### src/rtl/ecmp_pkg.sv
package ecmp_pkg;

  // Configuration register indexes.
  localparam logic [1:0] REG_COLOR_MODE   = 2'd0;
  localparam logic [1:0] REG_ROW_WIDTH    = 2'd1;
  localparam logic [1:0] REG_INVERT_INPUT = 2'd2;

  localparam int CFG_DATA_WIDTH = 13;
  localparam int ROW_WIDTH_BITS = 13;

  // Display mode codes held in the colour mode register.
  localparam logic [2:0] MODE_BW   = 3'd0;
  localparam logic [2:0] MODE_BWR  = 3'd1;
  localparam logic [2:0] MODE_BWY  = 3'd2;
  localparam logic [2:0] MODE_BWYR = 3'd3;
  localparam logic [2:0] MODE_GRAY = 3'd4;

  localparam logic [ROW_WIDTH_BITS-1:0] ROW_WIDTH_RESET = 13'd800;

  // Colour matching thresholds.
  localparam logic [7:0]        LIGHT_LEVEL = 8'd100;
  localparam logic [7:0]        DARK_LEVEL  = 8'd80;
  localparam logic signed [9:0] HUE_MARGIN  = 10'sd32;

  // One classified pixel on its way from the front end to the packer.
  // For the two-bit packed mode code holds the whole colour code, otherwise
  // code[0] goes to plane 0 and code[1] to plane 1.
  typedef struct packed {
    logic       pair_mode;
    logic [1:0] code;
    logic [2:0] col_low;
    logic       last;
  } ecmp_entry_t;

endpackage

### src/rtl/epaper_color_match_packer.sv
// Colour matcher and bit-plane packer for e-paper panels.
//
// Pixel requests (red, green, blue) arrive on the pixel channel: a request
// is taken at a rising edge where pixel_valid is high and pixel_stall is low.
// Packed bytes leave on the byte channel under the same rule with byte_valid
// and byte_stall. Each byte request carries both plane bytes and row_end.
// Eight pixels make one byte in the one-bit modes, four in the packed
// two-bit mode, and the last byte of a row is padded with zero bits.
//
// One pixel is taken every clock while the queue has a free slot. The front
// end classifies a pixel and tracks its column in the cycle it is taken; the
// result goes into a two-entry queue, and the packer consumes one queue entry
// per clock unless the byte output is stalled. Completed bytes are registered.
// When the receiver stalls, the byte register holds its request; the packer
// stops, the queue fills, and pixel_stall rises once the queue is full.
//
// Configuration is written through cfg_write, cfg_index and cfg_data, one
// register per clock; the user must do so only while the block is idle, which
// the block does not enforce. Synchronous reset sets black and white mode, row
// width 800, no inversion, an empty queue and output, and column zero.
module epaper_color_match_packer
  import ecmp_pkg::*;
#(
  parameter int MAX_WIDTH = 4096
) (
  input  logic                      clk,
  input  logic                      rst,
  input  logic                      cfg_write,
  input  logic [1:0]                cfg_index,
  input  logic [CFG_DATA_WIDTH-1:0] cfg_data,
  input  logic                      pixel_valid,
  output logic                      pixel_stall,
  input  logic [7:0]                red,
  input  logic [7:0]                green,
  input  logic [7:0]                blue,
  output logic                      byte_valid,
  input  logic                      byte_stall,
  output logic [7:0]                plane0_byte,
  output logic [7:0]                plane1_byte,
  output logic                      row_end
);

  logic [2:0]                color_mode;
  logic [ROW_WIDTH_BITS-1:0] row_width;
  logic                      invert_input;

  logic        pixel_take;
  ecmp_entry_t front_entry;
  logic        queue_full;
  logic        queue_pop;
  logic        queue_valid;
  ecmp_entry_t queue_head;

  // Configuration registers; writes to an unused index are dropped.
  always_ff @(posedge clk) begin
    if (rst) begin
      color_mode   <= MODE_BW;
      row_width    <= ROW_WIDTH_RESET;
      invert_input <= 1'b0;
    end else if (cfg_write) begin
      unique case (cfg_index)
        REG_COLOR_MODE:   color_mode   <= cfg_data[2:0];
        REG_ROW_WIDTH:    row_width    <= cfg_data[ROW_WIDTH_BITS-1:0];
        REG_INVERT_INPUT: invert_input <= cfg_data[0];
        default:          ;
      endcase
    end
  end

  // The pixel side waits only when the queue has no free slot.
  assign pixel_stall = queue_full;
  assign pixel_take  = pixel_valid && !queue_full;

  ecmp_front #(
    .MAX_WIDTH (MAX_WIDTH)
  ) u_front (
    .clk          (clk),
    .rst          (rst),
    .color_mode   (color_mode),
    .row_width    (row_width),
    .invert_input (invert_input),
    .accept       (pixel_take),
    .red          (red),
    .green        (green),
    .blue         (blue),
    .entry        (front_entry)
  );

  ecmp_queue u_queue (
    .clk        (clk),
    .rst        (rst),
    .push       (pixel_take),
    .push_entry (front_entry),
    .full       (queue_full),
    .pop        (queue_pop),
    .not_empty  (queue_valid),
    .head       (queue_head)
  );

  ecmp_back u_back (
    .clk         (clk),
    .rst         (rst),
    .entry_valid (queue_valid),
    .entry       (queue_head),
    .pop         (queue_pop),
    .byte_valid  (byte_valid),
    .byte_stall  (byte_stall),
    .plane0_byte (plane0_byte),
    .plane1_byte (plane1_byte),
    .row_end     (row_end)
  );

endmodule

### src/rtl/ecmp_front.sv
module ecmp_front
  import ecmp_pkg::*;
#(
  parameter int MAX_WIDTH = 4096
) (
  input  logic                      clk,
  input  logic                      rst,
  input  logic [2:0]                color_mode,
  input  logic [ROW_WIDTH_BITS-1:0] row_width,
  input  logic                      invert_input,
  input  logic                      accept,
  input  logic [7:0]                red,
  input  logic [7:0]                green,
  input  logic [7:0]                blue,
  output ecmp_entry_t               entry
);

  localparam int CW = $clog2(MAX_WIDTH);
  localparam int LW = ((CW > ROW_WIDTH_BITS) ? CW : ROW_WIDTH_BITS) + 1;

  logic [CW-1:0] column_count;

  logic [LW-1:0] width_ext;
  logic [LW-1:0] width_max;
  logic [LW-1:0] width_eff;
  logic [LW-1:0] col_plus;
  logic          last;

  logic [7:0] r, g, b;
  logic [9:0] gray_sum;
  logic [9:0] lum_sum;
  logic [7:0] lum;
  logic signed [9:0] d_rb, d_rg, d_gb;
  logic [1:0] gray_code, red_code, yel_code, quad_code;
  logic       lum_light;

  assign width_ext = LW'(row_width);
  assign width_max = LW'(MAX_WIDTH);
  assign col_plus  = LW'(column_count) + LW'(1);

  always_comb begin
    if (width_ext == '0) begin
      width_eff = LW'(1);
    end else if (width_ext > width_max) begin
      width_eff = width_max;
    end else begin
      width_eff = width_ext;
    end
  end

  assign last = (col_plus >= width_eff);

  assign r = invert_input ? ~red   : red;
  assign g = invert_input ? ~green : green;
  assign b = invert_input ? ~blue  : blue;

  assign gray_sum  = {2'b00, b} + {2'b00, g} + {1'b0, r, 1'b0};
  assign gray_code = gray_sum[9:8];
  assign lum_sum   = {2'b00, b} + {2'b00, r} + {1'b0, g, 1'b0};
  assign lum       = lum_sum[9:2];
  assign lum_light = (lum >= LIGHT_LEVEL);

  assign d_rb = $signed({2'b00, r}) - $signed({2'b00, b});
  assign d_rg = $signed({2'b00, r}) - $signed({2'b00, g});
  assign d_gb = $signed({2'b00, g}) - $signed({2'b00, b});

  always_comb begin
    if (r > g && r > b) begin
      if (!lum_light && r < DARK_LEVEL) begin
        red_code = 2'd0;
      end else if (d_rb > HUE_MARGIN && d_rg > HUE_MARGIN) begin
        red_code = 2'd2;
      end else begin
        red_code = 2'd1;
      end
    end else begin
      red_code = {1'b0, lum_light};
    end

    if (r > b && g > b) begin
      if (!lum_light && r < DARK_LEVEL) begin
        yel_code = 2'd0;
      end else if (d_rb > HUE_MARGIN && d_gb > HUE_MARGIN) begin
        yel_code = 2'd2;
      end else begin
        yel_code = 2'd1;
      end
    end else begin
      yel_code = {1'b0, lum_light};
    end

    if (r > b || g > b) begin
      if (!lum_light && r < DARK_LEVEL && g < DARK_LEVEL) begin
        quad_code = 2'd0;
      end else if (d_rb > HUE_MARGIN && d_rg > HUE_MARGIN) begin
        quad_code = 2'd3;
      end else if (d_rb > HUE_MARGIN && d_gb > HUE_MARGIN) begin
        quad_code = 2'd2;
      end else begin
        quad_code = 2'd1;
      end
    end else begin
      quad_code = {1'b0, lum_light};
    end
  end

  always_comb begin
    entry.col_low   = column_count[2:0];
    entry.last      = last;
    entry.pair_mode = 1'b0;
    unique case (color_mode)
      MODE_BWR:  entry.code = red_code;
      MODE_BWY:  entry.code = yel_code;
      MODE_GRAY: entry.code = gray_code;
      MODE_BWYR: begin
        entry.code      = quad_code;
        entry.pair_mode = 1'b1;
      end
      default:   entry.code = {1'b0, gray_code[1]};
    endcase
  end

  always_ff @(posedge clk) begin
    if (rst) begin
      column_count <= '0;
    end else if (accept) begin
      column_count <= last ? '0 : col_plus[CW-1:0];
    end
  end

endmodule

### src/rtl/ecmp_queue.sv
module ecmp_queue
  import ecmp_pkg::*;
(
  input  logic        clk,
  input  logic        rst,
  input  logic        push,
  input  ecmp_entry_t push_entry,
  output logic        full,
  input  logic        pop,
  output logic        not_empty,
  output ecmp_entry_t head
);

  ecmp_entry_t slots [2];
  logic        wr_ptr;
  logic        rd_ptr;
  logic [1:0]  count;

  assign full      = (count == 2'd2);
  assign not_empty = (count != 2'd0);
  assign head      = slots[rd_ptr];

  always_ff @(posedge clk) begin
    if (push) begin
      slots[wr_ptr] <= push_entry;
    end
    if (rst) begin
      wr_ptr <= 1'b0;
      rd_ptr <= 1'b0;
      count  <= 2'd0;
    end else begin
      if (push) begin
        wr_ptr <= ~wr_ptr;
      end
      if (pop) begin
        rd_ptr <= ~rd_ptr;
      end
      if (push && !pop) begin
        count <= count + 2'd1;
      end else if (pop && !push) begin
        count <= count - 2'd1;
      end
    end
  end

endmodule

### src/rtl/ecmp_back.sv
module ecmp_back
  import ecmp_pkg::*;
(
  input  logic        clk,
  input  logic        rst,
  input  logic        entry_valid,
  input  ecmp_entry_t entry,
  output logic        pop,
  output logic        byte_valid,
  input  logic        byte_stall,
  output logic [7:0]  plane0_byte,
  output logic [7:0]  plane1_byte,
  output logic        row_end
);

  logic [7:0] plane0_shift, plane0_shift_next;
  logic [7:0] plane1_shift, plane1_shift_next;
  logic [7:0] p0_in, p1_in;
  logic [2:0] pad;
  logic       full;
  logic       emit;

  assign pop = entry_valid && (!byte_valid || !byte_stall);

  always_comb begin
    if (entry.pair_mode) begin
      p0_in = {plane0_shift[5:0], entry.code};
      p1_in = 8'd0;
      full  = (entry.col_low[1:0] == 2'd3);
      pad   = {2'd3 - entry.col_low[1:0], 1'b0};
    end else begin
      p0_in = {plane0_shift[6:0], entry.code[0]};
      p1_in = {plane1_shift[6:0], entry.code[1]};
      full  = (entry.col_low == 3'd7);
      pad   = 3'd7 - entry.col_low;
    end
    emit = full || entry.last;
    if (full) begin
      plane0_shift_next = p0_in;
      plane1_shift_next = p1_in;
    end else begin
      plane0_shift_next = p0_in << pad;
      plane1_shift_next = p1_in << pad;
    end
  end

  always_ff @(posedge clk) begin
    if (rst) begin
      plane0_shift <= 8'd0;
      plane1_shift <= 8'd0;
      byte_valid   <= 1'b0;
    end else if (pop) begin
      if (emit) begin
        // A finished byte leaves the shift registers empty for the next one.
        plane0_shift <= 8'd0;
        plane1_shift <= 8'd0;
        byte_valid   <= 1'b1;
        plane0_byte  <= plane0_shift_next;
        plane1_byte  <= plane1_shift_next;
        row_end      <= entry.last;
      end else begin
        plane0_shift <= p0_in;
        plane1_shift <= p1_in;
        if (!byte_stall) begin
          byte_valid <= 1'b0;
        end
      end
    end else if (!byte_stall) begin
      byte_valid <= 1'b0;
    end
  end

endmodule
### config.mk
export PLATFORM = sky130hd
export DESIGN_NAME = epaper_color_match_packer
export DESIGN_NICKNAME = d
export VERILOG_FILES = /design/src/rtl/ecmp_pkg.sv /design/src/rtl/epaper_color_match_packer.sv /design/src/rtl/ecmp_front.sv /design/src/rtl/ecmp_queue.sv /design/src/rtl/ecmp_back.sv
export SDC_FILE = /design/constraint.sdc
export NUM_CORES = 1
export LEC_CHECK = 0
export ABC_AREA = 1
export BUFFER_PORTS_ARGS = -buffer_cell sky130_fd_sc_hd__buf_2
export CAP_MARGIN = 20
export CORE_ASPECT_RATIO = 0.6
export CORE_MARGIN = 2
export CORE_UTILIZATION = 60
export CTS_CLUSTER_DIAMETER = 40
export DETAILED_ROUTE_END_ITERATION = 10
export HOLD_SLACK_MARGIN = 0.06
export PLACE_DENSITY_LB_ADDON = 0.1
export SLEW_MARGIN = 20
export SYNTH_ARGS = -nofsm -noshare
export SYNTH_HDL_FRONTEND = slang
export SYNTH_SLANG_ARGS = --single-unit
### constraint.sdc
create_clock -name clk -period 5.59 [get_ports clk]
set_input_delay 0.559 -clock clk [delete_from_list [all_inputs] [get_ports clk]]
set_output_delay 0.559 -clock clk [all_outputs]
set_load 0.03 [all_outputs]
Word level (Yosys, flattened, before mapping)
Memories as Yosys holds them, arrays and structs flattened. A register that Yosys moved wholly into a read port is not among the register bits.
Index checks and enable logic that the tools add are counted.
- register bits: 65
- RAM bits: 14
- logic and storage cells: 115
- memories: 1
- memories (name ; depth ; width ; read ports ; clocked after memory_dff ; wr ports ; line ; text):
    u_queue.slots ; 2 ; 7 ; 1 ; 1 ; 1 ; ecmp_queue.sv:14 ; ecmp_entry_t slots [2];
- add/sub/neg operators: 12
- $lt $le $gt $ge: 11
- equal/unequal tests: 9
- shifts and indexed selects: 2
- multiplexer cells: 34
- bitwise operators: 6
- reduce and logical (&&, ||, !) cells: 27
- operators with widths (operator ; number):
    2-to-1 mux 8 bit ; 7
    > comparator 10 x 7 -> 1 bit, second input constant ; 3
    subtractor 8 x 8 -> 9 bit ; 3
    > comparator 8 bit ; 3
    NOT 8 bit ; 3
    2-to-1 mux 2 bit ; 11
    adder 10 x 9 -> 10 bit ; 2
    adder 8 x 8 -> 9 bit ; 2
    less-than comparator 8 x 7 -> 1 bit, second input constant ; 2
    left shift 8 x 3 -> 8 bit ; 2
    greater-or-equal comparator 14 bit ; 1
    logical NOT 14 bit ; 1
    2-to-1 mux 14 bit ; 1
    2-to-1 mux 7 bit ; 2
    adder 12 x 1 -> 13 bit, second input constant ; 1
    > comparator 13 bit, second input constant ; 1
    2-to-1 mux 13 bit ; 1
    2-to-1 mux 12 bit ; 1
    logical AND 1 bit ; 10
    2-to-1 mux 1 bit ; 9
    greater-or-equal comparator 8 x 7 -> 1 bit, second input constant ; 1
    one-hot mux 2 bit (4 select lines) ; 1
    == test 2 bit, second input constant ; 3
    == test 3 x 2 -> 1 bit, second input constant ; 2
    15 further kinds ; 28

Longest topological paths before layout
- word-level depth: 11
- gate-level depth with buffers: 31
- depth with buffers taken out: 28

Hierarchy
Synthesis repeated with hierarchy kept, for this count alone.
- cells, all modules: 1081
- area total of the unflattened synthesis: 7378.3 µm²
- modules (own cells, without submodules) (module ; instances ; cells each ; area an instance (µm²) ; seq. area each (µm²)):
    ecmp_front ; 1 ; 674 ; 4110.2 ; 240.2
    ecmp_back ; 1 ; 244 ; 1809.2 ; 810.8
    ecmp_queue ; 1 ; 55 ; 739.5 ; 520.5
    epaper_color_match_packer ; 1 ; 108 ; 719.4 ; 340.3

Worst setup path after synthesis
Ideal clock, no wire load.
- kind: reg2reg
- from: register invert_input
- to: memory u_queue.slots[0][4] (netlist name), data pin
- setup time: 266 ps
- arrival time: 3885 ps
- data required time: 5324 ps
- path slack: 1439 ps
- cell stages (with the launch flop): 29
- period minus slack after synthesis: 4151 ps
- path through: dfxtp_1 buf_6 buf_12 buf_2 xor2_1 ha_1 a21oi_1 o21bai_1 a21oi_1 o21ai_0 a21oi_1 nor2_1 nor2_1 xor2_1 ha_1 nand2_1 nand2_1 a31oi_1 nand2_1 nand2_1 nand2_1 nand3_2 nand2_1 inv_1 nand3_1 nand3_1 nand2_1 nor2_1 nand3_1
- RTL lines (what ; line ; text):
    from (decl) ; epaper_color_match_packer.sv:45 ; logic invert_input;
    from (signal assigned) ; epaper_color_match_packer.sv:64 ; REG_INVERT_INPUT: invert_input <= cfg_data[0];
    to (decl) ; ecmp_queue.sv:14 ;

==> qor.txt <==
============================================================================================
Time the final worst path needs with I/O delays and setup .....................      4.57 ns
Hold bufs inserted after CTS ..................................................            0
Area fraction of the dominant cell type after synthesis .......................        14.3%
Ratio of cells with drive above 1 in the final layout .........................        11.5%
Peak Freq .....................................................................    0.219 GHz
Final estimated routing congestion in global placement ........................        0.977
Power, Total ..................................................................      3.14 mW
Number of pins exceeding their max-slew limit in the final report .............            0
IO Count ......................................................................           63
Clk buf depth .................................................................            2
Final period utilization ......................................................        81.7%
Antenna violations before repair ..............................................            0
Relative contribution of sequential cells to total power ......................        27.3%
Part of the Yosys area used for sequential elements ...........................        27.9%
Power Dens Cells ..............................................................   413 nW/µm²
NetSw .........................................................................      1.40 mW
Overall die height ............................................................      86.8 µm
Launch instance of the worst register-to-register path ........................ invert_input
RSZ-0062 raised after global routing ..........................................        false
Biggest fanout along the worst timing path ....................................           18
Basic-gate share of the synthesized area counting and, or, nand and nor cells .        28.0%
Maximum vdd ir drop ...........................................................   0.000187 V
Biggest area consumer among synthesized cells ................................. sky130_fd_sc_hd__dfxtp_1
Final non-filler cell total ...................................................        1,196
Die Span X ....................................................................       142 µm
Via total after detailed routing ..............................................        6,505
Summed negative setup slack over all endpoints ................................         0 ns
Clock tree root driver cell ................................................... sky130_fd_sc_hd__clkbuf_16
Kind of start point of the critical path ......................................    flip-flop
Total number of H-tree levels .................................................            3
Worst setup timing slack at the placement stage ...............................      1.07 ns
DIE AREA ......................................................................   12,300 µm²
Met3 Wirelength ...............................................................      1370 µm
Setup-violating endpoint count in the final report ............................            0
Placement row count ...........................................................           30
Most frequent standard cell in the layout excluding fill and tap cells ........ sky130_fd_sc_hd__nand2_1
Synthesis warning total .......................................................            0
Number of synthesized flops with an enable pin ................................           31
Clock latency reported for the late side of the worst-skew pair ...............      0.34 ns
Capture point of the critical path ............................................ u_queue.slots[1][4]
Worst reg2reg path endpoint ................................................... u_queue.slots[1][4]
Crit path required time .......................................................      5.66 ns
Summed instance area of the synthesized netlist ...............................     6860 µm²
Final worst hold slack ........................................................     0.415 ns
Primary FF master, synth ...................................................... sky130_fd_sc_hd__dfxtp_1
Max-capacitance violation count ...............................................            0
Fraction of the mapped netlist area in compound gates .........................        14.8%
Most frequent cells in the layout ............................................. 234 x sky130_fd_sc_hd__nand2_1, 123 x sky130_fd_sc_hd__inv_1, 82 x sky130_fd_sc_hd__nor2_1
Overall fraction of global-route tracks in use ................................        28.2%
Crit path arrival time ........................................................      4.64 ns
Count of instances resized after the clock tree is built ......................            0
Setup skew after layout .......................................................   0.00877 ns
Core region area ..............................................................   11,200 µm²
Syn Area/Cell .................................................................     6.93 µm²
Clock-pin slew of the registers on the worst-case setup and hold paths ........      0.06 ns
Total instance count after detailed placement .................................        1,180
Wire length of the first global-routing pass ..................................    27,400 µm
Net count of the mapped netlist ...............................................        1,108
Flop and latch count out of synthesis .........................................           80
Number of buffer cells added on primary ports .................................           62
Initial cell density of the core ..............................................        61.1%
Combinational family with the most area after synthesis ....................... simple AND/OR/NAND/NOR gates
Remaining number of nets flagged by the antenna check after routing ...........            0
Final hold vios ...............................................................            0
Uppermost signal routing layer after detailed routing .........................         met4
Detailed placer's ending HPWL .................................................    13,100 µm
Final #Nets ...................................................................        1,164
Mapped Cells ..................................................................          991
Xor-xnor portion of the synthesized cell area .................................        5.38%
Largest net degree at the start of global routing .............................           33
Cell-internal power ...........................................................      1.74 mW
Wirelength per Cell ...........................................................      13.9 µm
Post-route met1 wirelength ....................................................      9080 µm
Result of the run ............................................................. complete, no violations
Post-detailed-placement cell area .............................................     7270 µm²
Class of the worst hold path .................................................. primary input to flip-flop
Count of unique library cells instantiated by Yosys ...........................           48
Fill cell instance count of the final layout ..................................          994
Routed wire length ............................................................    16,600 µm
Proportion of total power due to net switching ................................        44.6%
Routed wire length on met2 ....................................................      6030 µm
Total clock buffers created by CTS ............................................            9
Leak Pwr ......................................................................      3.72 nW
Final worst slack .............................................................      1.02 ns
Path depth of the worst reg2reg path ..........................................           25
Worst Min Path Start ..........................................................  cfg_data[8]
Initial DRC Count .............................................................          612
Largest cells by area after synthesis ......................................... sky130_fd_sc_hd__dfxtp_1 14%, sky130_fd_sc_hd__edfxtp_1 14%, sky130_fd_sc_hd__nand2_1 13%, sky130_fd_sc_hd__ha_1 12%, sky130_fd_sc_hd__inv_1 6.7%
Clock share of power ..........................................................        21.4%
Worst Setup SP ................................................................ invert_input
Worst slew pin tran ...........................................................      1.05 ns
Vias in the first global route ................................................        5,614
Fraction of the mapped netlist area in adder cells ............................        14.0%
CTS tree ......................................................................         done
Combinational group share of total power ......................................        51.3%
Layout overhead on the synthesized area .......................................        11.0%
Total inserted antenna cells ..................................................            0
Mux contribution to synthesized area ..........................................       0.438%
Number of clock sinks .........................................................           80
Relative slew margins .........................................................        29.8%
Synth async-reset ratio .......................................................           0%
Grt total ovfl ................................................................            0
Number of vias per cell after detailed routing ................................         5.44
Final Core Density ............................................................        67.9%
Setup slack, reg-to-reg .......................................................      1.02 ns
Number of post-CTS setup repair buffers .......................................            0
Initial DRT Pass Iterations ...................................................            6
Count of unresolved DRC violations after routing ..............................            0
CP endpoint kind ..............................................................    flip-flop
Post-route standard cell area excluding fillers ...............................     7620 µm²
Kind of critical path ......................................................... flip-flop to flip-flop
============================================================================================
==> cell usage after synthesis, types with 2 or more instances <==
cell	count
sky130_fd_sc_hd__and3_1	2
sky130_fd_sc_hd__ha_1	67
sky130_fd_sc_hd__inv_2	11
sky130_fd_sc_hd__o311ai_0	2
sky130_fd_sc_hd__clkbuf_1	11
sky130_fd_sc_hd__a21o_1	2
sky130_fd_sc_hd__a31oi_1	3
sky130_fd_sc_hd__o21ai_1	7
sky130_fd_sc_hd__o21a_1	3
sky130_fd_sc_hd__nand2_1	234
sky130_fd_sc_hd__nand3_1	75
sky130_fd_sc_hd__nor2_1	82
sky130_fd_sc_hd__buf_4	2
sky130_fd_sc_hd__fa_1	6
sky130_fd_sc_hd__a211oi_1	4
sky130_fd_sc_hd__nor4_1	4
sky130_fd_sc_hd__o21bai_1	5
sky130_fd_sc_hd__nand2_2	8
sky130_fd_sc_hd__mux2i_1	3
sky130_fd_sc_hd__xnor2_1	17
sky130_fd_sc_hd__o21ai_0	71
sky130_fd_sc_hd__nor2_2	2
sky130_fd_sc_hd__a21oi_2	4
sky130_fd_sc_hd__inv_1	123
sky130_fd_sc_hd__nor3_1	11
sky130_fd_sc_hd__edfxtp_1	31
sky130_fd_sc_hd__nand4_1	19
sky130_fd_sc_hd__a22oi_1	2
sky130_fd_sc_hd__or2_2	4
sky130_fd_sc_hd__a21oi_1	75
sky130_fd_sc_hd__xor2_1	22
sky130_fd_sc_hd__o21ai_2	3
sky130_fd_sc_hd__dfxtp_1	49
sky130_fd_sc_hd__or2_1	2
sky130_fd_sc_hd__nand3b_1	3
sky130_fd_sc_hd__buf_2	9
sky130_fd_sc_hd__clkinv_1	2
==> state kept, by name, summed over array words and instances, names as in the netlist, named ones only <==
signal and count:
color_mode 3, invert_input 1, row_width 13, u_back.byte_valid 1, u_back.plane0_byte 8, u_back.plane0_shift 7
u_back.plane1_byte 8, u_back.plane1_shift 7, u_back.row_end 1, u_front.column_count 12, u_queue.count 2, u_queue.rd_ptr 1
u_queue.slots 14, u_queue.wr_ptr 1
==> how the worst min path moves through the flow <==
stage	slack (ns)	to	depth (start not counted)
after floorplan	0.43	flip-flop	1
after global placement	0.44	u_queue.rd_ptr	1
after detailed placement	0.44	flip-flop	1
after CTS	0.41	row_width[8]	3
after global routing	0.44	row_width[8]	3
final	0.41	row_width[8]	3
==> layout make-up <==
cell class	count	area, µm²	area share, %
multi-input cells	750	4300	56.4
flip-flops and latches	80	1910	25.1
inverters	137	519	6.82
repair buffers	69	363	4.76
clock buffers	9	225	2.96
well taps	144	180	2.37
clock inverters	7	119	1.56
==> power by group through the flow <==
stage | clock (mW) | sequential [mW] | combinational, mW
after global routing | 0.704 | 0.875 | 1.84
after detailed placement | 0 | 0.868 | 1.58
after global placement | 0 | 0.866 | 1.57
after CTS | 0.681 | 0.857 | 1.59
after floorplan | 0 | 0.911 | 1.21
final | 0.673 | 0.857 | 1.61
==> cell families (layout without fill, tap and decap cells) <==
| logic type | after synthesis | after routing |
|---|---|---|
| simple gates | 449 | 449 |
| compound gates | 185 | 185 |
| flops | 80 | 80 |
| buf+inv | 161 | 222 |
| fa+ha+maj | 73 | 73 |
| xor+xnor | 40 | 40 |
| mux | 3 | 3 |
==> worst max-delay path: stages, from the launching register on <==
cell,delay (ns)
sky130_fd_sc_hd__dfxtp_1,0.65
sky130_fd_sc_hd__buf_4,0.40
sky130_fd_sc_hd__inv_6,0.08
sky130_fd_sc_hd__or2_2,0.29
sky130_fd_sc_hd__nand2_1,0.20
sky130_fd_sc_hd__ha_1,0.36
sky130_fd_sc_hd__nand2_1,0.13
sky130_fd_sc_hd__nand2_1,0.05
sky130_fd_sc_hd__a21oi_1,0.20
sky130_fd_sc_hd__xor2_1,0.17
sky130_fd_sc_hd__inv_1,0.06
sky130_fd_sc_hd__ha_1,0.33
sky130_fd_sc_hd__nand2_1,0.09
sky130_fd_sc_hd__inv_1,0.05
sky130_fd_sc_hd__nand3_1,0.10
sky130_fd_sc_hd__nand3_1,0.11
sky130_fd_sc_hd__nand2_1,0.07
sky130_fd_sc_hd__nand2_1,0.05
sky130_fd_sc_hd__a21oi_1,0.23
sky130_fd_sc_hd__nand2_1,0.15
sky130_fd_sc_hd__inv_1,0.09
sky130_fd_sc_hd__nand3_1,0.10
sky130_fd_sc_hd__nand2_1,0.13
sky130_fd_sc_hd__nand2_1,0.06
sky130_fd_sc_hd__nand2_1,0.06
sky130_fd_sc_hd__nand3_1,0.09
==> per-layer routing <==
layer,vias to the layer above,GRT usage [%]
li1,3405,-
met3,16,6.74
met4,0,4.64
met1,2853,45.8
met5,-,0
met2,231,37.1
Note: power is estimated with default switching activity, not from simulation.
